File: src/rtl/lrd_pkg.sv
`default_nettype none

package lrd_pkg;

    // Pixel channel width and the widths of the result fields.
    localparam int PIX_W    = 8;
    localparam int TOP_W    = 12;
    localparam int BOT_W    = 11;
    localparam int BRIGHT_W = 8;

    // A channel mean never exceeds 255, so each quotient has 8 bits.
    localparam int QUO_W  = 8;
    localparam int QBIT_W = 3;

    // The sum of three quotients is at most 765.
    localparam int TOTAL_W = 10;

    // Division by three as (x * 683) >> 11, exact for every x up to 765.
    localparam int PROD_W     = 20;
    localparam int DIV3_MUL   = 683;
    localparam int DIV3_SHIFT = 11;

    typedef enum logic [2:0] {
        BK_IDLE,
        BK_DIV,
        BK_ADD,
        BK_MUL,
        BK_UPD
    } bk_state_t;

    typedef struct packed {
        logic                    top_found;
        logic signed [TOP_W-1:0] top_row;
        logic                    bottom_found;
        logic [BOT_W-1:0]        bottom_row;
    } result_t;

endpackage

`default_nettype wire

File: src/rtl/lrd_fifo.sv
`default_nettype none

module lrd_fifo #(
    parameter int WIDTH = 8,
    parameter int DEPTH = 2
) (
    input  wire logic             clk,
    input  wire logic             rst_n,
    input  wire logic             wr_en,
    input  wire logic [WIDTH-1:0] wr_data,
    output logic                  full,
    input  wire logic             rd_en,
    output logic [WIDTH-1:0]      rd_data,
    output logic                  empty
);

    localparam int PTR_W = (DEPTH > 1) ? $clog2(DEPTH) : 1;
    localparam int CNT_W = $clog2(DEPTH + 1);

    logic [WIDTH-1:0] mem_reg [DEPTH];
    logic [PTR_W-1:0] wr_ptr_reg, wr_ptr_next;
    logic [PTR_W-1:0] rd_ptr_reg, rd_ptr_next;
    logic [CNT_W-1:0] count_reg, count_next;
    logic             do_wr;
    logic             do_rd;

    assign full    = (count_reg == CNT_W'(DEPTH));
    assign empty   = (count_reg == '0);
    assign do_wr   = wr_en && !full;
    assign do_rd   = rd_en && !empty;
    assign rd_data = mem_reg[rd_ptr_reg];

    always_comb
    begin
        wr_ptr_next = wr_ptr_reg;
        rd_ptr_next = rd_ptr_reg;
        count_next  = count_reg;
        if (do_wr)
        begin
            wr_ptr_next = (wr_ptr_reg == PTR_W'(DEPTH - 1)) ? '0 : wr_ptr_reg + 1'b1;
        end
        if (do_rd)
        begin
            rd_ptr_next = (rd_ptr_reg == PTR_W'(DEPTH - 1)) ? '0 : rd_ptr_reg + 1'b1;
        end
        if (do_wr && !do_rd)
        begin
            count_next = count_reg + 1'b1;
        end
        else if (do_rd && !do_wr)
        begin
            count_next = count_reg - 1'b1;
        end
    end

    always_ff @(posedge clk or negedge rst_n)
    begin
        if (!rst_n)
        begin
            wr_ptr_reg <= '0;
            rd_ptr_reg <= '0;
            count_reg  <= '0;
        end
        else
        begin
            wr_ptr_reg <= wr_ptr_next;
            rd_ptr_reg <= rd_ptr_next;
            count_reg  <= count_next;
        end
    end

    always_ff @(posedge clk)
    begin
        if (do_wr)
        begin
            mem_reg[wr_ptr_reg] <= wr_data;
        end
    end

endmodule

`default_nettype wire

File: src/rtl/lrd_front.sv
`default_nettype none

module lrd_front #(
    parameter int MAX_COLS = 4096
) (
    input  wire logic                        clk,
    input  wire logic                        rst_n,
    input  wire logic                        accept,
    input  wire logic [lrd_pkg::PIX_W-1:0]   blue,
    input  wire logic [lrd_pkg::PIX_W-1:0]   green,
    input  wire logic [lrd_pkg::PIX_W-1:0]   red,
    input  wire logic                        row_end,
    input  wire logic                        frame_end,
    output logic                             rec_push,
    output logic [3*($clog2(MAX_COLS+1)+lrd_pkg::PIX_W)+$clog2(MAX_COLS+1):0] rec_data
);

    localparam int CNT_W = $clog2(MAX_COLS + 1);
    localparam int SUM_W = CNT_W + lrd_pkg::PIX_W;

    logic [SUM_W-1:0] sum_b_reg, sum_b_next;
    logic [SUM_W-1:0] sum_g_reg, sum_g_next;
    logic [SUM_W-1:0] sum_r_reg, sum_r_next;
    logic [CNT_W-1:0] count_reg, count_next;
    logic [SUM_W-1:0] sum_b_add, sum_g_add, sum_r_add;
    logic [CNT_W-1:0] count_add;
    logic             room;
    logic             close;

    // Pixels beyond the column limit are dropped from the row totals.
    assign room  = (count_reg < CNT_W'(MAX_COLS));
    assign close = row_end || frame_end;

    assign sum_b_add = room ? sum_b_reg + SUM_W'(blue)  : sum_b_reg;
    assign sum_g_add = room ? sum_g_reg + SUM_W'(green) : sum_g_reg;
    assign sum_r_add = room ? sum_r_reg + SUM_W'(red)   : sum_r_reg;
    assign count_add = room ? count_reg + 1'b1 : count_reg;

    assign rec_push = accept && close;
    assign rec_data = {frame_end, count_add, sum_r_add, sum_g_add, sum_b_add};

    always_comb
    begin
        sum_b_next = sum_b_reg;
        sum_g_next = sum_g_reg;
        sum_r_next = sum_r_reg;
        count_next = count_reg;
        if (accept)
        begin
            if (close)
            begin
                sum_b_next = '0;
                sum_g_next = '0;
                sum_r_next = '0;
                count_next = '0;
            end
            else
            begin
                sum_b_next = sum_b_add;
                sum_g_next = sum_g_add;
                sum_r_next = sum_r_add;
                count_next = count_add;
            end
        end
    end

    always_ff @(posedge clk or negedge rst_n)
    begin
        if (!rst_n)
        begin
            sum_b_reg <= '0;
            sum_g_reg <= '0;
            sum_r_reg <= '0;
            count_reg <= '0;
        end
        else
        begin
            sum_b_reg <= sum_b_next;
            sum_g_reg <= sum_g_next;
            sum_r_reg <= sum_r_next;
            count_reg <= count_next;
        end
    end

endmodule

`default_nettype wire

File: src/rtl/lrd_back.sv
`default_nettype none

module lrd_back #(
    parameter int MAX_COLS = 4096,
    parameter int MAX_ROWS = 2048
) (
    input  wire logic                         clk,
    input  wire logic                         rst_n,
    input  wire logic [lrd_pkg::BRIGHT_W-1:0] threshold,
    input  wire logic                         rec_empty,
    input  wire logic [3*($clog2(MAX_COLS+1)+lrd_pkg::PIX_W)+$clog2(MAX_COLS+1):0] rec_data,
    output logic                              rec_pop,
    input  wire logic                         res_full,
    output logic                              res_push,
    output lrd_pkg::result_t                  res_data
);

    localparam int CNT_W = $clog2(MAX_COLS + 1);
    localparam int SUM_W = CNT_W + lrd_pkg::PIX_W;
    localparam int ROW_W = $clog2(MAX_ROWS);
    localparam int EXT_W = lrd_pkg::TOP_W + 1;

    lrd_pkg::bk_state_t state_reg, state_next;

    logic [SUM_W-1:0]                 rem_reg [3];
    logic [SUM_W-1:0]                 rem_next [3];
    logic [lrd_pkg::QUO_W-1:0]        quo_reg [3];
    logic [lrd_pkg::QUO_W-1:0]        quo_next [3];
    logic [SUM_W-1:0]                 trial;
    logic [CNT_W-1:0]                 div_reg;
    logic [lrd_pkg::QBIT_W-1:0]       bit_reg;
    logic                             last_reg;
    logic [lrd_pkg::TOTAL_W-1:0]      total_reg;
    logic [lrd_pkg::PROD_W-1:0]       prod;
    logic [lrd_pkg::BRIGHT_W-1:0]     bright_reg;

    logic [ROW_W-1:0]                 row_reg;
    logic [lrd_pkg::BRIGHT_W-1:0]     prev_reg;
    logic                             top_seen_reg, top_seen_next;
    logic                             bot_seen_reg, bot_seen_next;
    logic [lrd_pkg::TOP_W-1:0]        top_line_reg, top_line_next;
    logic [lrd_pkg::BOT_W-1:0]        bot_line_reg, bot_line_next;
    logic [EXT_W-1:0]                 row_ext;
    logic                             dark;
    logic                             prev_dark;
    logic                             upd_done;
    logic                             load;

    // One quotient bit per cycle for all three channels, most significant first.
    assign trial = SUM_W'(div_reg) << bit_reg;

    always_comb
    begin
        for (int c = 0; c < 3; c++)
        begin
            rem_next[c] = rem_reg[c];
            quo_next[c] = quo_reg[c];
            if (rem_reg[c] >= trial)
            begin
                rem_next[c]          = rem_reg[c] - trial;
                quo_next[c][bit_reg] = 1'b1;
            end
        end
    end

    assign prod = lrd_pkg::PROD_W'(total_reg) * lrd_pkg::PROD_W'(lrd_pkg::DIV3_MUL);

    // Edge detection on the finished row.
    assign dark      = (bright_reg <= threshold);
    assign prev_dark = (prev_reg <= threshold);
    assign row_ext   = EXT_W'(row_reg);

    always_comb
    begin
        top_seen_next = top_seen_reg;
        bot_seen_next = bot_seen_reg;
        top_line_next = top_line_reg;
        bot_line_next = bot_line_reg;
        if (!top_seen_reg)
        begin
            if (prev_dark && !dark)
            begin
                top_seen_next = 1'b1;
                top_line_next = lrd_pkg::TOP_W'(row_ext - 1'b1);
            end
        end
        else if (!prev_dark && dark)
        begin
            bot_seen_next = 1'b1;
            bot_line_next = lrd_pkg::BOT_W'(row_ext);
        end
    end

    always_comb
    begin
        state_next = state_reg;
        unique case (state_reg)
            lrd_pkg::BK_IDLE:
            begin
                if (!rec_empty)
                begin
                    state_next = lrd_pkg::BK_DIV;
                end
            end
            lrd_pkg::BK_DIV:
            begin
                if (bit_reg == '0)
                begin
                    state_next = lrd_pkg::BK_ADD;
                end
            end
            lrd_pkg::BK_ADD:
            begin
                state_next = lrd_pkg::BK_MUL;
            end
            lrd_pkg::BK_MUL:
            begin
                state_next = lrd_pkg::BK_UPD;
            end
            lrd_pkg::BK_UPD:
            begin
                if (upd_done)
                begin
                    state_next = lrd_pkg::BK_IDLE;
                end
            end
            default:
            begin
                state_next = lrd_pkg::BK_IDLE;
            end
        endcase
    end

    always_comb
    begin
        load     = (state_reg == lrd_pkg::BK_IDLE) && !rec_empty;
        upd_done = (state_reg == lrd_pkg::BK_UPD) && (!last_reg || !res_full);
        rec_pop  = load;
        res_push = upd_done && last_reg;
        res_data.top_found    = top_seen_next;
        res_data.top_row      = top_line_next;
        res_data.bottom_found = bot_seen_next;
        res_data.bottom_row   = bot_line_next;
    end

    always_ff @(posedge clk or negedge rst_n)
    begin
        if (!rst_n)
        begin
            state_reg    <= lrd_pkg::BK_IDLE;
            row_reg      <= '0;
            prev_reg     <= '0;
            top_seen_reg <= 1'b0;
            bot_seen_reg <= 1'b0;
            top_line_reg <= '0;
            bot_line_reg <= '0;
            bit_reg      <= '0;
            last_reg     <= 1'b0;
        end
        else
        begin
            state_reg <= state_next;
            if (load)
            begin
                bit_reg  <= lrd_pkg::QBIT_W'(lrd_pkg::QUO_W - 1);
                last_reg <= rec_data[3*SUM_W+CNT_W];
            end
            else if (state_reg == lrd_pkg::BK_DIV)
            begin
                bit_reg <= bit_reg - 1'b1;
            end
            if (upd_done)
            begin
                if (last_reg)
                begin
                    row_reg      <= '0;
                    prev_reg     <= '0;
                    top_seen_reg <= 1'b0;
                    bot_seen_reg <= 1'b0;
                    top_line_reg <= '0;
                    bot_line_reg <= '0;
                end
                else
                begin
                    prev_reg     <= bright_reg;
                    top_seen_reg <= top_seen_next;
                    bot_seen_reg <= bot_seen_next;
                    top_line_reg <= top_line_next;
                    bot_line_reg <= bot_line_next;
                    if (row_reg < ROW_W'(MAX_ROWS - 1))
                    begin
                        row_reg <= row_reg + 1'b1;
                    end
                end
            end
        end
    end

    always_ff @(posedge clk)
    begin
        if (load)
        begin
            rem_reg[0] <= rec_data[SUM_W-1:0];
            rem_reg[1] <= rec_data[2*SUM_W-1:SUM_W];
            rem_reg[2] <= rec_data[3*SUM_W-1:2*SUM_W];
            div_reg    <= rec_data[3*SUM_W+CNT_W-1:3*SUM_W];
            for (int c = 0; c < 3; c++)
            begin
                quo_reg[c] <= '0;
            end
        end
        else if (state_reg == lrd_pkg::BK_DIV)
        begin
            for (int c = 0; c < 3; c++)
            begin
                rem_reg[c] <= rem_next[c];
                quo_reg[c] <= quo_next[c];
            end
        end
        if (state_reg == lrd_pkg::BK_ADD)
        begin
            total_reg <= lrd_pkg::TOTAL_W'(quo_reg[0]) + lrd_pkg::TOTAL_W'(quo_reg[1])
                       + lrd_pkg::TOTAL_W'(quo_reg[2]);
        end
        if (state_reg == lrd_pkg::BK_MUL)
        begin
            bright_reg <= lrd_pkg::BRIGHT_W'(prod >> lrd_pkg::DIV3_SHIFT);
        end
    end

endmodule

`default_nettype wire

File: src/rtl/letterbox_row_detector_core.sv
// Letterbox row detector: finds where the dark bars above and below a picture end.
// Input channel: pixels (blue, green, red, row_end, frame_end) are pushed as beats
// with push/full; a beat is taken when push is high and full is low. The front
// part accumulates channel sums at one pixel per cycle and hands each finished row
// to a two-entry row queue; full rises only while that queue holds two rows.
// The back part evaluates each row in steps: a load, the shared bit-per-cycle
// quotient unit (three channel means at once), an add, a divide by three and an
// edge update. Rows no shorter than that evaluation stream at one pixel per clock;
// shorter rows are limited by it. Result channel: one beat per frame (top_found,
// top_row, bottom_found, bottom_row), read with empty/pop from a two-entry result
// queue. Empty falls once the frame's last row has passed those steps, if the back
// part was free. If the receiver stalls, results wait in the queue; the back part
// then holds its final row, the row queue fills and full rises, while accepted
// beats are never lost. Threshold: written over cfg_valid/cfg_ready (always ready);
// the user must write it only while the block is idle, which the block does not
// enforce. Reset clears the threshold, all row and frame state and both queues.
`default_nettype none

module letterbox_row_detector_core #(
    parameter int MAX_COLS = 4096,
    parameter int MAX_ROWS = 2048
) (
    input  wire logic                         clk,
    input  wire logic                         rst_n,
    input  wire logic                         push,
    output logic                              full,
    input  wire logic [lrd_pkg::PIX_W-1:0]    blue,
    input  wire logic [lrd_pkg::PIX_W-1:0]    green,
    input  wire logic [lrd_pkg::PIX_W-1:0]    red,
    input  wire logic                         row_end,
    input  wire logic                         frame_end,
    output logic                              empty,
    input  wire logic                         pop,
    output logic                              top_found,
    output logic signed [lrd_pkg::TOP_W-1:0]  top_row,
    output logic                              bottom_found,
    output logic [lrd_pkg::BOT_W-1:0]         bottom_row,
    input  wire logic                         cfg_valid,
    output logic                              cfg_ready,
    input  wire logic [lrd_pkg::BRIGHT_W-1:0] threshold
);

    // A row record carries the three channel sums, the pixel count and the
    // frame-end mark.
    localparam int CNT_W = $clog2(MAX_COLS + 1);
    localparam int SUM_W = CNT_W + lrd_pkg::PIX_W;
    localparam int REC_W = 3 * SUM_W + CNT_W + 1;
    localparam int RES_W = $bits(lrd_pkg::result_t);

    logic [lrd_pkg::BRIGHT_W-1:0] threshold_reg;
    logic                         accept;
    logic                         rec_push;
    logic [REC_W-1:0]             rec_wdata;
    logic [REC_W-1:0]             rec_rdata;
    logic                         rec_full;
    logic                         rec_empty;
    logic                         rec_pop;
    logic                         res_push;
    logic                         res_full;
    lrd_pkg::result_t             res_wdata;
    lrd_pkg::result_t             res_rdata;

    assign cfg_ready = 1'b1;
    assign full      = rec_full;
    assign accept    = push && !rec_full;

    // The threshold is sampled by the back part when it judges each row.
    always_ff @(posedge clk or negedge rst_n)
    begin
        if (!rst_n)
        begin
            threshold_reg <= '0;
        end
        else if (cfg_valid && cfg_ready)
        begin
            threshold_reg <= threshold;
        end
    end

    lrd_front #(
        .MAX_COLS (MAX_COLS)
    ) u_front (
        .clk       (clk),
        .rst_n     (rst_n),
        .accept    (accept),
        .blue      (blue),
        .green     (green),
        .red       (red),
        .row_end   (row_end),
        .frame_end (frame_end),
        .rec_push  (rec_push),
        .rec_data  (rec_wdata)
    );

    lrd_fifo #(
        .WIDTH (REC_W),
        .DEPTH (2)
    ) u_row_q (
        .clk     (clk),
        .rst_n   (rst_n),
        .wr_en   (rec_push),
        .wr_data (rec_wdata),
        .full    (rec_full),
        .rd_en   (rec_pop),
        .rd_data (rec_rdata),
        .empty   (rec_empty)
    );

    lrd_back #(
        .MAX_COLS (MAX_COLS),
        .MAX_ROWS (MAX_ROWS)
    ) u_back (
        .clk       (clk),
        .rst_n     (rst_n),
        .threshold (threshold_reg),
        .rec_empty (rec_empty),
        .rec_data  (rec_rdata),
        .rec_pop   (rec_pop),
        .res_full  (res_full),
        .res_push  (res_push),
        .res_data  (res_wdata)
    );

    lrd_fifo #(
        .WIDTH (RES_W),
        .DEPTH (2)
    ) u_res_q (
        .clk     (clk),
        .rst_n   (rst_n),
        .wr_en   (res_push),
        .wr_data (res_wdata),
        .full    (res_full),
        .rd_en   (pop),
        .rd_data (res_rdata),
        .empty   (empty)
    );

    assign top_found    = res_rdata.top_found;
    assign top_row      = res_rdata.top_row;
    assign bottom_found = res_rdata.bottom_found;
    assign bottom_row   = res_rdata.bottom_row;

endmodule

`default_nettype wire

File: config.mk
export PLATFORM = sky130hd
export DESIGN_NAME = letterbox_row_detector_core
export DESIGN_NICKNAME = d
export VERILOG_FILES = /design/src/rtl/lrd_pkg.sv /design/src/rtl/lrd_fifo.sv /design/src/rtl/lrd_front.sv /design/src/rtl/lrd_back.sv /design/src/rtl/letterbox_row_detector_core.sv
export SDC_FILE = /design/constraint.sdc
export NUM_CORES = 1
export LEC_CHECK = 0
export ABC_CLOCK_PERIOD_IN_PS = 6900
export BUFFER_PORTS_ARGS = -buffer_cell sky130_fd_sc_hd__buf_4
export CAP_MARGIN = 15
export CORE_ASPECT_RATIO = 0.6
export CORE_UTILIZATION = 57
export DETAILED_ROUTE_END_ITERATION = 10
export PLACE_DENSITY_LB_ADDON = 0.12
export SYNTH_ARGS = -nofsm -noshare
export SYNTH_HDL_FRONTEND = slang
export SYNTH_HIERARCHICAL = 1
export SYNTH_SLANG_ARGS = --single-unit
File: constraint.sdc
create_clock -name clk -period 6.9 [get_ports clk]
set_clock_uncertainty 0.1 [all_clocks]
set_input_delay 0.345 -clock clk [delete_from_list [all_inputs] [get_ports clk]]
set_output_delay 0.345 -clock clk [all_outputs]
set_load 0.005 [all_outputs]
# Word-level counts from Yosys, hierarchy flattened

Memory sizes are Yosys's and may differ from the RTL's.
Index checks and enable logic that the tools add are counted.

Add/subtract/negate cells: 20
$mul: 1
Magnitude comparators: 9
Equal/unequal tests: 9
Shift-type cells: 1
Mux-type cells: 60
Bitwise operators: 9
Reduce and logical (&&, ||, !) cells: 39

Operator list:

| operator                                             | count |
|---|---|
| two-way mux 21 bit                                   | 12 |
| adder 21 x 8 -> 21 bit                               | 3 |
| >= comparator 21 bit                                 | 3 |
| subtractor 21 bit                                    | 3 |
| two-way mux 8 bit                                    | 7 |
| two-way mux 11 bit                                   | 5 |
| two-way mux 12 bit                                   | 3 |
| two-way mux 13 bit                                   | 2 |
| bitwise OR 8 bit                                     | 3 |
| << shifter 13 x 3 -> 21 bit                          | 1 |
| two-way mux 1 bit                                    | 20 |
| multiplier 10 x 10 -> 19 bit (second input constant) | 1 |
| less-or-equal comparator 8 bit                       | 2 |
| logical AND 1 bit                                    | 16 |
| two-way mux 3 bit                                    | 5 |
| case mux 3 bit (5 select lines)                      | 1 |
| adder 13 x 1 -> 13 bit (second input constant)       | 1 |
| less-than comparator 13 bit (second input constant)  | 1 |
| subtractor 11 x 1 -> 12 bit (second input constant)  | 1 |
| adder 11 x 1 -> 11 bit (second input constant)       | 1 |
| zero test 1 bit                                      | 11 |
| less-than comparator 11 bit (second input constant)  | 1 |
| adder 10 x 8 -> 10 bit                               | 1 |
| adder 8 x 8 -> 9 bit                                 | 1 |
| 21 further kinds                                     | 43 |

Bits in registers: 174
Bits in writable memories: 291
Input port bits: 39
Output and inout port bits: 28
Logic and storage cells: 175
Memories: 4

Memories:

| memory          | depth | width | read ports | clocked after Yosys merged registers in | wr ports | line           | source |
|---|---|---|---|---|---|---|---|
| u_row_q.mem_reg | 2     | 77    | 1          | 0                                       | 1        | lrd_fifo.sv:20 | `logic [WIDTH-1:0] mem_reg [DEPTH];` |
| u_back.rem_reg  | 3     | 21    | 3          | 0                                       | 3        | lrd_back.sv:25 | `logic [SUM_W-1:0] rem_reg [3];` |
| u_res_q.mem_reg | 2     | 25    | 1          | 0                                       | 1        | lrd_fifo.sv:20 |  |
| u_back.quo_reg  | 3     | 8     | 3          | 0                                       | 3        | lrd_back.sv:27 | `logic [lrd_pkg::QUO_W-1:0] quo_reg [3];` |

# Logic depth before layout (Yosys ltp)

Gate-level depths: netlist of run 1.

Depth in word-level cells: 10
Mapped depth: 18
Mapped depth without buffers: 18

# Hierarchy

Netlist of run 1, hierarchy kept.

By module, submodules not included:

| module                      | times used | cells each | area each (µm²) | sequential area each (µm²) |
|---|---|---|---|---|
| lrd_back                    | 1          | 1354       | 13055.0         | 4819.6 |
| lrd_fifo at u_row_q         | 1          | 259        | 5833.1          | 4724.5 |
| lrd_front                   | 1          | 618        | 5450.2          | 1901.8 |
| lrd_fifo at u_res_q         | 1          | 97         | 2102.0          | 1601.5 |
| letterbox_row_detector_core | 1          | 20         | 349.1           | 200.2 |

# Least setup slack after synthesis of run 1

OpenSTA, ideal clock, no wires.

Kind: reg-to-reg
From: reg u_back/bit_reg[0] (netlist name)
To: mem u_back/quo_reg[0][0] in the netlist's numbering, enable pin
Library setup time: 497 ps
Arrival time: 5812 ps
Data required time: 6303 ps
Slack: 491 ps
Cell stages (with the launch flop): 15
Path buffers: 3
Clock period less this slack: 6409 ps
Path through: dfrtp_1 clkbuf_1 buf_1 clkbuf_1 a211oi_1 a21oi_1 mux2i_1 ha_1 nor3_1 nor2_1 o21a_1 a2111oi_2 o31ai_1 a21oi_1 o41ai_1

RTL lines:

| what             | line |
|---|---|
| end: declaration | lrd_back.sv:27 |

# Final worst setup path of run 1

From: reg u_back/total_reg[7] in the netlist's numbering
To: reg u_back/bright_reg[7] in the netlist's numbering, data pin

Cells in the longest elaborated chain, start to end: 1

Ends and longest elaborated chain:

| what                         | line            | source |
|---|---|---|
| start: declaration           | lrd_back.sv:33  | `logic [lrd_pkg::TOTAL_W-1:0] total_reg;` |
| start signal: assignment     | lrd_back.sv:222 | `total_reg <= lrd_pkg::TOTAL_W'(quo_reg[0]) + lrd_pkg::TOTAL_W'(quo_reg[1])` |
| multiplier 10 x 10 -> 19 bit | lrd_back.sv:66  | `assign prod = lrd_pkg::PROD_W'(total_reg) * lrd_pkg::PROD_W'(lrd_pkg::DIV3_MUL);` |
| via u_back.prod, one bit     | lrd_back.sv:34  | `logic [lrd_pkg::PROD_W-1:0] prod;` |
| end signal: assignment       | lrd_back.sv:227 | `bright_reg <= lrd_pkg::BRIGHT_W'(prod >> lrd_pkg::DIV3_SHIFT);` |
| end: declaration             | lrd_back.sv:35  | `logic [lrd_pkg::BRIGHT_W-1:0] bright_reg;` |

The timed path passes the listed nets, and every way through them passes these cells.
A chain may end at the register's enable or synchronous reset.

==> impl_metrics.toml, run 1 <==
[synth]
async_reset_ff_frac = 0.308
synth-warning-count = 6
synth_area_um2 = 26800
synth_nets = 2595
ys_seq_elements = 465
synth_area_per_cell_um2 = 11.4
synth_top_area_cell = "edfxtp_1"
synthCells = 2348
synth_edf_count = 322
synthMostInstantiatedCell = "edfxtp_1"
synth_top_area_frac = 0.361
netlist_top_cells_count = "edfxtp_1 (322), nand2_1 (180), ha_1 (172)"
synthFlopType = "edfxtp_1"
ys_seq_area_frac = 0.495
synth.area.top_cells = "edfxtp_1 (36%), dfrtp_1 (13%), ha_1 (8.0%), mux2_2 (3.6%), xnor2_1 (3.2%)"
ys_types = 95

[worst_setup_path]
startpoint_type = "register"
critical_path_peak_fanout = 4
worstSetupStartpoint = "u_back/total_reg[7]$_DFFE_PN_"
reg2regPathDepth = 17
worst-setup-path-type = "register to register"
cp.arrival_ns = 5.36
critical_path_required_ns = 7.09
cp-end-kind = "register"
rr_startpoint = "u_back/total_reg[7]$_DFFE_PN_"

[placement]
place.gp.congestion = 0.989
io_buffer_count = 65
dp_hpwl_um = 45900
dp.cells = 2957

[sta]
hold_viol_final = 0
timing.fmax_mhz = 193
finalCritPeriodShare = 0.749
fin_tns_setup_ns = 0
drv_slew = 0
slew_headroom = 0.281
rsz0062_at_grt = "false"
setup_viol = 0
worstMarginPinSlew_ns = 1.08
min_period_ns = 5.17

[grt]
grt_pass1_wl_um = 100000
track_usage = 0.269
grt_overflow = 0
grt_max_degree = 95
grt_pass1_vias = 17900
antenna_found_initial = 0

[floorplan]
io_pins = 67
die_w_um = 282
die_h_um = 170
die-area_um2 = 47900
floorplan.rows = 61
start_util = 0.578
core_area_um2 = 46300

[status]
status = "completed"

[drt]
drc = 0
wl_per_cell_um = 20.7
finalWirelength_um = 63400
vias = 18600
first_iter_violations = 1912
drt-vias-per-instance = 6.08
dr.pass1.iters = 7
ant_nets = 0

[clocking]
ctsHoldBuffers = 11
cts_resized = 0
cts_setup_buffers = 0
tritoncts = "yes"
clock_latency_ns = 0.59
htree_levels = 2
path_clk_slew_ns = 0.06
clk_path_buf_depth = 3
clock-root-buffer = "clkbuf_16"
cts_sinks = 465
cts_inserted_buffers = 46

[power]
irDropWorstVdd_mv = 0.345
powerDensity_nw_per_um2 = 549
leakagePower_uw = 0.0121

[min_path]
hold_depth = 2
hold_path.class = "primary input to register"
hold_start = "cfg_valid"

[cells_and_area]
nNetsFinal = 2634
diodes = 0
area.growth.synth_to_final_pct = 9.99
final_layout_size_suffix_gt1_frac = 0.140
num-fill-cells = 3617
largest_register_ffs = 154
final-instance-count-excl-fill = 3055

[job]
max_cap_violations = 0
[critical path: stages (launching register included)]
cell and delay [ns]:
edfxtp_1 0.47, ha_1 0.37, ha_1 0.30, inv_1 0.05, fa_1 0.53, inv_1 0.06
fa_1 0.50, inv_1 0.06, fa_1 0.51, inv_1 0.05, ha_1 0.30, a21oi_1 0.24
o22ai_1 0.14, a41o_1 0.29, o41ai_4 0.33, nor2_1 0.11, a2111oi_2 0.39, xnor2_1 0.12
[layout by cell type, fill, tap and decap left out, types with 15 or more instances in the layout]
cell type,synthesis,routed
edfxtp_1,322,322
nand2_1,180,179
ha_1,172,172
nor2_1,150,148
dfrtp_1,143,141
a21oi_1,130,129
inv_1,128,128
o21ai_0,114,114
xnor2_1,97,97
buf_4,4,90
mux2_2,85,85
xor2_1,56,56
nor3_1,53,52
nand3_1,49,49
a21o_1,48,48
mux2_4,47,47
clkbuf_16,0,46
a22o_1,40,40
fa_1,36,36
nand4_1,26,26
o21ai_1,26,25
o31ai_1,22,22
mux2i_1,19,19
nor2b_1,19,18
a31oi_1,18,18
and3_1,18,17
nand2b_1,16,16
o21bai_1,15,15
[stage by stage]
step | total power (µW) | instance area, µm² | hold WS [ns] | worst slack, ns | utilization
6_report | 16200 | 29500 | 0.0658 | 1.73 | 0.636
5_1_grt | 17300 | 29500 | 0.0586 | 1.40 | 0.636
4_1_cts | 16100 | 29400 | 0.0435 | 1.51 | 0.635
3_5_place_dp | 13400 | 27800 | 0.246 | 1.57 | 0.600
3_3_place_gp | 13200 | 27800 | 0.242 | 1.77 | 0.600
2_1_floorplan | 11300 | 26800 | -0.0506 | 0.491 | -
[report_power, final]
part | internal, µW | switching [µW] | total, µW | leakage (µW)
clock | 1460 | 1110 | 2570 | 0.000745
sequential | 4380 | 519 | 4890 | 0.00491
combinational | 3500 | 5230 | 8720 | 0.00643
[cell families (layout without fill, tap and decap cells)]
family,Yosys count,count (layout),synth area share
xor+xnor,153,153,0.0500
fa+ha+maj,208,208,0.107
compound gates,545,545,0.136
mux,153,153,0.0709
flops,465,465,0.495
other cells,1,1,0.000140
buf+inv,240,317,0.0377
simple gates,583,583,0.103
[path summary, 6_finish.rpt]
kind,slack [ns],endpoint
hold reg to reg,0.39,u_back/bot_line_reg[5]$_DFFE_PN0P_
min in group asynchronous,0.23,threshold_reg[1]$_DFFE_PN0P_
hold / removal,0.07,threshold_reg[1]$_DFFE_PN0P_
setup / recovery,1.73,u_back/bright_reg[7]$_DFFE_PP_
setup reg to reg,1.73,u_back/bright_reg[7]$_DFFE_PP_
max in group asynchronous,5.28,u_front/count_reg[12]$_DFFE_PN0P_
[per-layer routing]
| metal | track usage | wire length, µm | share of wire |
|---|---|---|---|
| met1 | 0.448 | 33000 | 0.52 |
| met2 | 0.365 | 25300 | 0.40 |
| met3 | 0.0383 | 4090 | 0.064 |
| met4 | 0.0527 | 938 | 0.015 |
| met5 | 0 | 0 | 0 |
[layout make-up]
class	count	area, µm²	share of cell area
Inverter	128	480	0.0163
Clock buffer	59	1220	0.0414
Tap cell	630	788	0.0268
Clock inverter	27	314	0.0107
Multi-Input combinational cell	1643	12600	0.427
Timing Repair Buffer	103	825	0.0280
Sequential cell	465	13300	0.450
(Power assumes the default switching activity.)
==> inputs of run 2 (changes only) <==
--- a/config.mk
+++ b/config.mk
@@ -5,11 +5,12 @@
 export SDC_FILE = /design/constraint.sdc
 export NUM_CORES = 1
 export LEC_CHECK = 0
-export ABC_CLOCK_PERIOD_IN_PS = 6900
+export ABC_AREA = 1
+export ABC_CLOCK_PERIOD_IN_PS = 5300
 export BUFFER_PORTS_ARGS = -buffer_cell sky130_fd_sc_hd__buf_4
 export CAP_MARGIN = 15
 export CORE_ASPECT_RATIO = 0.6
-export CORE_UTILIZATION = 57
+export CORE_UTILIZATION = 64
 export DETAILED_ROUTE_END_ITERATION = 10
 export PLACE_DENSITY_LB_ADDON = 0.12
 export SYNTH_ARGS = -nofsm -noshare
==> constraint.sdc (replaced) <==
create_clock -name clk -period 5.3 [get_ports clk]
set_clock_uncertainty 0.1 [all_clocks]
set_input_delay 0.265 -clock clk [delete_from_list [all_inputs] [get_ports clk]]
set_output_delay 0.265 -clock clk [all_outputs]
set_load 0.005 [all_outputs]
==> impl_metrics.toml, run 2 <==
[placement]
place.gp.congestion = 1.01
dp_hpwl_um = 54900
dp.cells = 4081
io_buffer_count = 65
place_area_um2 = 29700

[floorplan]
die_w_um = 275
floorplan.rows = 59
die-area_um2 = 45700
start_util = 0.655
io_pins = 67
core_area_um2 = 43800
die_h_um = 166

[worst_setup_path]
worst-setup-path-type = "register to register"
cp-end-kind = "register"
critical_path_required_ns = 5.41
critical_path_peak_fanout = 29
startpoint_type = "register"
cp.arrival_ns = 4.62

[sta]
timing.fmax_mhz = 221
min_period_ns = 4.52
drv_slew = 0
slew_headroom = 0.199
finalCritPeriodShare = 0.852
rsz0062_at_grt = "false"
setup_viol = 0
fin_tns_setup_ns = 0
hold_viol_final = 0
worstMarginPinSlew_ns = 1.20

[drt]
vias = 24200
finalWirelength_um = 75700
dr.pass1.iters = 6
drc = 0
first_iter_violations = 2685
wl_per_cell_um = 18.1
drt-vias-per-instance = 5.77
ant_nets = 0

[grt]
grt_max_degree = 97
gr-usage-met1 = 0.499
busiest_layer = "met2"
track_usage = 0.338
grtUsageMet3 = 0.0635
grt_overflow = 0
use_met2 = 0.513
grt_pass1_vias = 23300
antenna_found_initial = 1
grt_pass1_wl_um = 122000

[synth]
ys_types = 50
netlist_top_cells_count = "nand2_1 (1326), inv_1 (389), edfxtp_1 (322)"
synthMostInstantiatedCell = "nand2_1"
synth-warning-count = 6
synth_area_per_cell_um2 = 8.19
synthCells = 3503
synth_area_um2 = 28700
synth_top_area_frac = 0.337
ys_seq_area_frac = 0.462
synthFlopType = "edfxtp_1"
async_reset_ff_frac = 0.308
synth_edf_count = 322
synth_top_area_cell = "edfxtp_1"
synth_nets = 3750
ys_seq_elements = 465
synth.area.top_cells = "edfxtp_1 (34%), nand2_1 (17%), dfrtp_1 (12%), ha_1 (7.5%), inv_1 (5.1%)"

[min_path]
hold_path.class = "primary input to register"

[cells_and_area]
final_layout_size_suffix_gt1_frac = 0.0712
largest_register_ffs = 154
final-instance-count-excl-fill = 4191
final_common_cell = "nand2_1"
nNetsFinal = 3823
finish.instance_area_um2 = 31500
area.growth.synth_to_final_pct = 9.90
diodes = 0
final_cell_mix = "nand2_1 (1325), inv_1 (388), edfxtp_1 (322)"

[clocking]
tritoncts = "yes"
cts_setup_buffers = 0
ctsHoldBuffers = 27
clock_latency_ns = 0.57
cts_resized = 0
clock-root-buffer = "clkbuf_16"
cts_sinks = 465
cts_inserted_buffers = 45
htree_levels = 2
path_clk_slew_ns = 0.06
clk_path_buf_depth = 3

[status]
status = "completed"

[job]
max_cap_violations = 0
## run 2: cell types whose count changed in the layout (fill, tap and decap cells not counted), sizes merged, moves of 21 or more
cell,before,now
nand4,26,66
nand3,50,239
inv,132,414
a22o,40,19
o31ai,23,1
xor2,56,35
mux2,132,0
a21o,48,8
nand2,180,1334
xnor2,97,20
nor2,150,181
nand3b,5,31
## run 2: stage by stage
step	setup slack [ns]	util	hold WS, ns
after floorplan	0.0851	-	-0.131
after global placement	1.13	0.678	0.333
after detailed placement	0.926	0.678	0.336
after CTS	0.889	0.720	0.0561
after global routing	0.471	0.720	0.0842
final	0.783	0.720	0.0923
## run 2: cell type report
type / count / area (µm²)
Clock buffer: 55 / 1240
Clock inverter: 28 / 350
Fill cell: 3363 / 12200
Inverter: 411 / 1550
Multi-Input combinational cell: 2534 / 13400
Sequential cell: 465 / 13200
Tap cell: 579 / 724
Timing Repair Buffer: 119 / 1000
## run 2: path summary, 6_finish.rpt
path,start,slack (ns),depth (start not counted),end
setup / recovery,u_back/bit_reg[0]$_DFFE_PN0P_,0.78,16,u_back/quo_reg[0][15]$_SDFFCE_PN0P_
hold / removal,push,0.09,4,u_front/count_reg[2]$_DFFE_PN0P_
setup reg to reg,u_back/bit_reg[0]$_DFFE_PN0P_,0.78,16,u_back/quo_reg[0][15]$_SDFFCE_PN0P_
hold reg to reg,u_back/bot_line_reg[8]$_DFFE_PN0P_,0.38,2,u_back/bot_line_reg[8]$_DFFE_PN0P_
max in group asynchronous,rst_n,3.54,3,u_front/sum_g_reg[15]$_DFFE_PN0P_
min in group asynchronous,rst_n,0.25,2,u_back/top_line_reg[3]$_DFFE_PN0P_
## run 2: cells by family after synthesis
logic type | after synthesis | share of synthesized area
AO/OA/AOI/OAI | 341 | 0.0662
XOR/XNOR | 55 | 0.0168
adder cells (fa/ha/maj) | 208 | 0.100
buffers and inverters | 504 | 0.0716
flip-flops | 465 | 0.462
multiplexers | 2 | 0.000698
other | 1 | 0.000131
AND/OR/NAND/NOR | 1927 | 0.283
## run 2: worst max-delay path, cell delays in order, from the launching register on
cell	delay, ns
dfrtp_1	0.79
inv_1	0.47
nand2_1	0.16
nand2_1	0.08
nand2_1	0.05
o21ai_0	0.15
o21ai_0	0.68
ha_1	0.31
nand2_1	0.14
nor2_2	0.16
inv_2	0.07
nor3_1	0.17
nand3_1	0.10
nand2_1	0.08
nor2_1	0.05
a21oi_2	0.14
buf_4	0.41
## run 2: per-layer routing
layer / share of wire / up-vias
li1: - / 11600
met1: 0.45 / 11400
met2: 0.44 / 1071
met3: 0.089 / 127
met4: 0.023 / 0
met5: 0 / -
Power of run 2 is left out: the tool's default activity adds up to more than one toggle a clock period on the data nets, which glitch-free logic cannot reach.
==> inputs of run 3 (changes only) <==
--- a/config.mk
+++ b/config.mk
@@ -6,13 +6,15 @@
 export NUM_CORES = 1
 export LEC_CHECK = 0
 export ABC_AREA = 1
-export ABC_CLOCK_PERIOD_IN_PS = 5300
+export ABC_CLOCK_PERIOD_IN_PS = 5000
 export BUFFER_PORTS_ARGS = -buffer_cell sky130_fd_sc_hd__buf_4
 export CAP_MARGIN = 15
 export CORE_ASPECT_RATIO = 0.6
 export CORE_UTILIZATION = 64
+export CTS_BUF_LIST = sky130_fd_sc_hd__clkbuf_4 sky130_fd_sc_hd__clkbuf_8 sky130_fd_sc_hd__clkbuf_16
 export DETAILED_ROUTE_END_ITERATION = 10
 export PLACE_DENSITY_LB_ADDON = 0.12
+export SETUP_SLACK_MARGIN = 0.15
 export SYNTH_ARGS = -nofsm -noshare
 export SYNTH_HDL_FRONTEND = slang
 export SYNTH_HIERARCHICAL = 1
==> constraint.sdc (replaced) <==
create_clock -name clk -period 5 [get_ports clk]
set_clock_uncertainty 0.1 [all_clocks]
set_input_delay 0.25 -clock clk [delete_from_list [all_inputs] [get_ports clk]]
set_output_delay 0.25 -clock clk [all_outputs]
set_load 0.005 [all_outputs]
==> impl_metrics.toml, run 3 (synthesized netlist as in run 2, its figures left out) <==
[sta]
hold_viol_final = 0
drv_slew = 0
fin_tns_setup_ns = 0
setup_ws_ns = 0.444
rsz0062_at_grt = "false"
setup_viol = 0
finalCritPeriodShare = 0.911
slew_headroom = 0.221
worstMarginPinSlew_ns = 1.17
min_period_ns = 4.56
timing.fmax_mhz = 220

[status]
status = "completed"

[drt]
drc = 0
drt-vias-per-instance = 5.80
ant_nets = 0
finalWirelength_um = 75200
first_iter_violations = 2657
dr.pass1.iters = 5
wl_per_cell_um = 18.0
vias = 24300

[cells_and_area]
nNetsFinal = 3823
diodes = 0
num-fill-cells = 3414
area.growth.synth_to_final_pct = 9.58
final_common_cell = "nand2_1"
multi_input_area_um2 = 13400
seq_area_um2 = 13200
final_cell_mix = "nand2_1 (1325), inv_1 (388), edfxtp_1 (322)"
final_layout_size_suffix_gt1_frac = 0.0703
largest_register_ffs = 154

[worst_setup_path]
cp.arrival_ns = 4.65
slowest_stage = "o21ai_0"
rr_startpoint = "u_back/bit_reg[0]$_DFFE_PN0P_"
critical_path_peak_fanout = 29
worst-setup-path-type = "register to register"
cp-end-kind = "register"
worstSetupStartpoint = "u_back/bit_reg[0]$_DFFE_PN0P_"
cp_common_cell = "nand2_1"
startpoint_type = "register"
reg2regPathDepth = 16
reg2reg_slack_ns = 0.44
cp_cell_sequence = "inv_1 > nand2_1 > nand2_1 > nand2_1 > o21ai_0 > o21ai_0 > ha_1 > nand2_1 > nor2_1 > inv_1 > nor3_2 > nand3_1 > nand2_1 > nor2_1 > a21oi_2 > buf_4"
max_stage_delay_ns = 0.83
critical_path_required_ns = 5.10

[placement]
io_buffer_count = 65
dp_hpwl_um = 54600
pre_cts_slack_ns = 0.591
place.gp.congestion = 0.983

[grt]
grtUsageMet3 = 0.0408
use_met2 = 0.541
grt_max_degree = 93
grt_pass1_wl_um = 121000
track_usage = 0.334
grt_overflow = 0
grt_pass1_vias = 23800
gr-usage-met1 = 0.474
antenna_found_initial = 0
busiest_layer = "met2"

[clocking]
clk_path_buf_depth = 3
path_clk_slew_ns = 0.07
clock-root-buffer = "clkbuf_16"
cts_inserted_buffers = 44
htree_levels = 2
tritoncts = "yes"
cts_sinks = 465
clock_latency_ns = 0.56

[floorplan]
floorplan.rows = 59
start_util = 0.655
io_pins = 67
die-area_um2 = 45700
core_area_um2 = 43800
die_w_um = 275
die_h_um = 166

[job]
max_cap_violations = 0

[min_path]
hold_path.class = "primary input to register"
hold_start = "blue[0]"
hold_depth = 4
[run 3: repair_timing]
item,4_1_cts,5_1_grt
setup buffers,0,0
hold endpoints to repair,56,0
hold buffers,27,0
resized for setup,0,0
[run 3: cell type report]
type | instances | share of cell area
sequential | 465 | 0.421
timing repair buffer | 120 | 0.0321
multi-input combinational | 2534 | 0.427
clock inverter | 29 | 0.0104
clock buffer | 52 | 0.0371
inverter | 411 | 0.0491
tap | 579 | 0.0230
[run 3: worst max-delay path, delay by kind of cell (launching register included)]
| family | cells | cell delay, ns |
|---|---|---|
| buffers and inverters | 3 | 0.93 |
| flip-flops | 1 | 0.75 |
| AND/OR/NAND/NOR | 9 | 0.97 |
| adder cells (fa/ha/maj) | 1 | 0.34 |
| AO/OA/AOI/OAI | 3 | 1.09 |
[run 3: per-layer routing]
metal | vias up | part of all wire
met4 | 0 | 0.025
met5 | - | 0
met3 | 143 | 0.078
met2 | 1013 | 0.47
met1 | 11500 | 0.43
li1 | 11600 | -
[run 3: worst paths after layout]
check / to
worst max-delay path: u_back/quo_reg[0][0]$_SDFFCE_PN0P_
worst min-delay path: u_row_q/mem_reg[1][0]$_DFFE_PP_
worst min register to register: u_back/top_line_reg[5]$_DFFE_PN0P_
worst max register to register: u_back/quo_reg[0][0]$_SDFFCE_PN0P_
min in group asynchronous: u_back/top_line_reg[3]$_DFFE_PN0P_
max in group asynchronous: u_front/sum_g_reg[15]$_DFFE_PN0P_
[run 3: stage by stage]
step / cells / cell area [µm²] / hold WS (ns) / util
final: 4190 / 31400 / 0.0537 / 0.718
after detailed placement: 4082 / 29700 / 0.124 / 0.678
after floorplan: 3503 / 28700 / -0.146 / -
after global placement: 4082 / 29700 / 0.117 / 0.678
after CTS: 4190 / 31400 / 0.0354 / 0.718
after global routing: 4190 / 31400 / 0.0583 / 0.718
Power of run 3 is left out for the same reason.
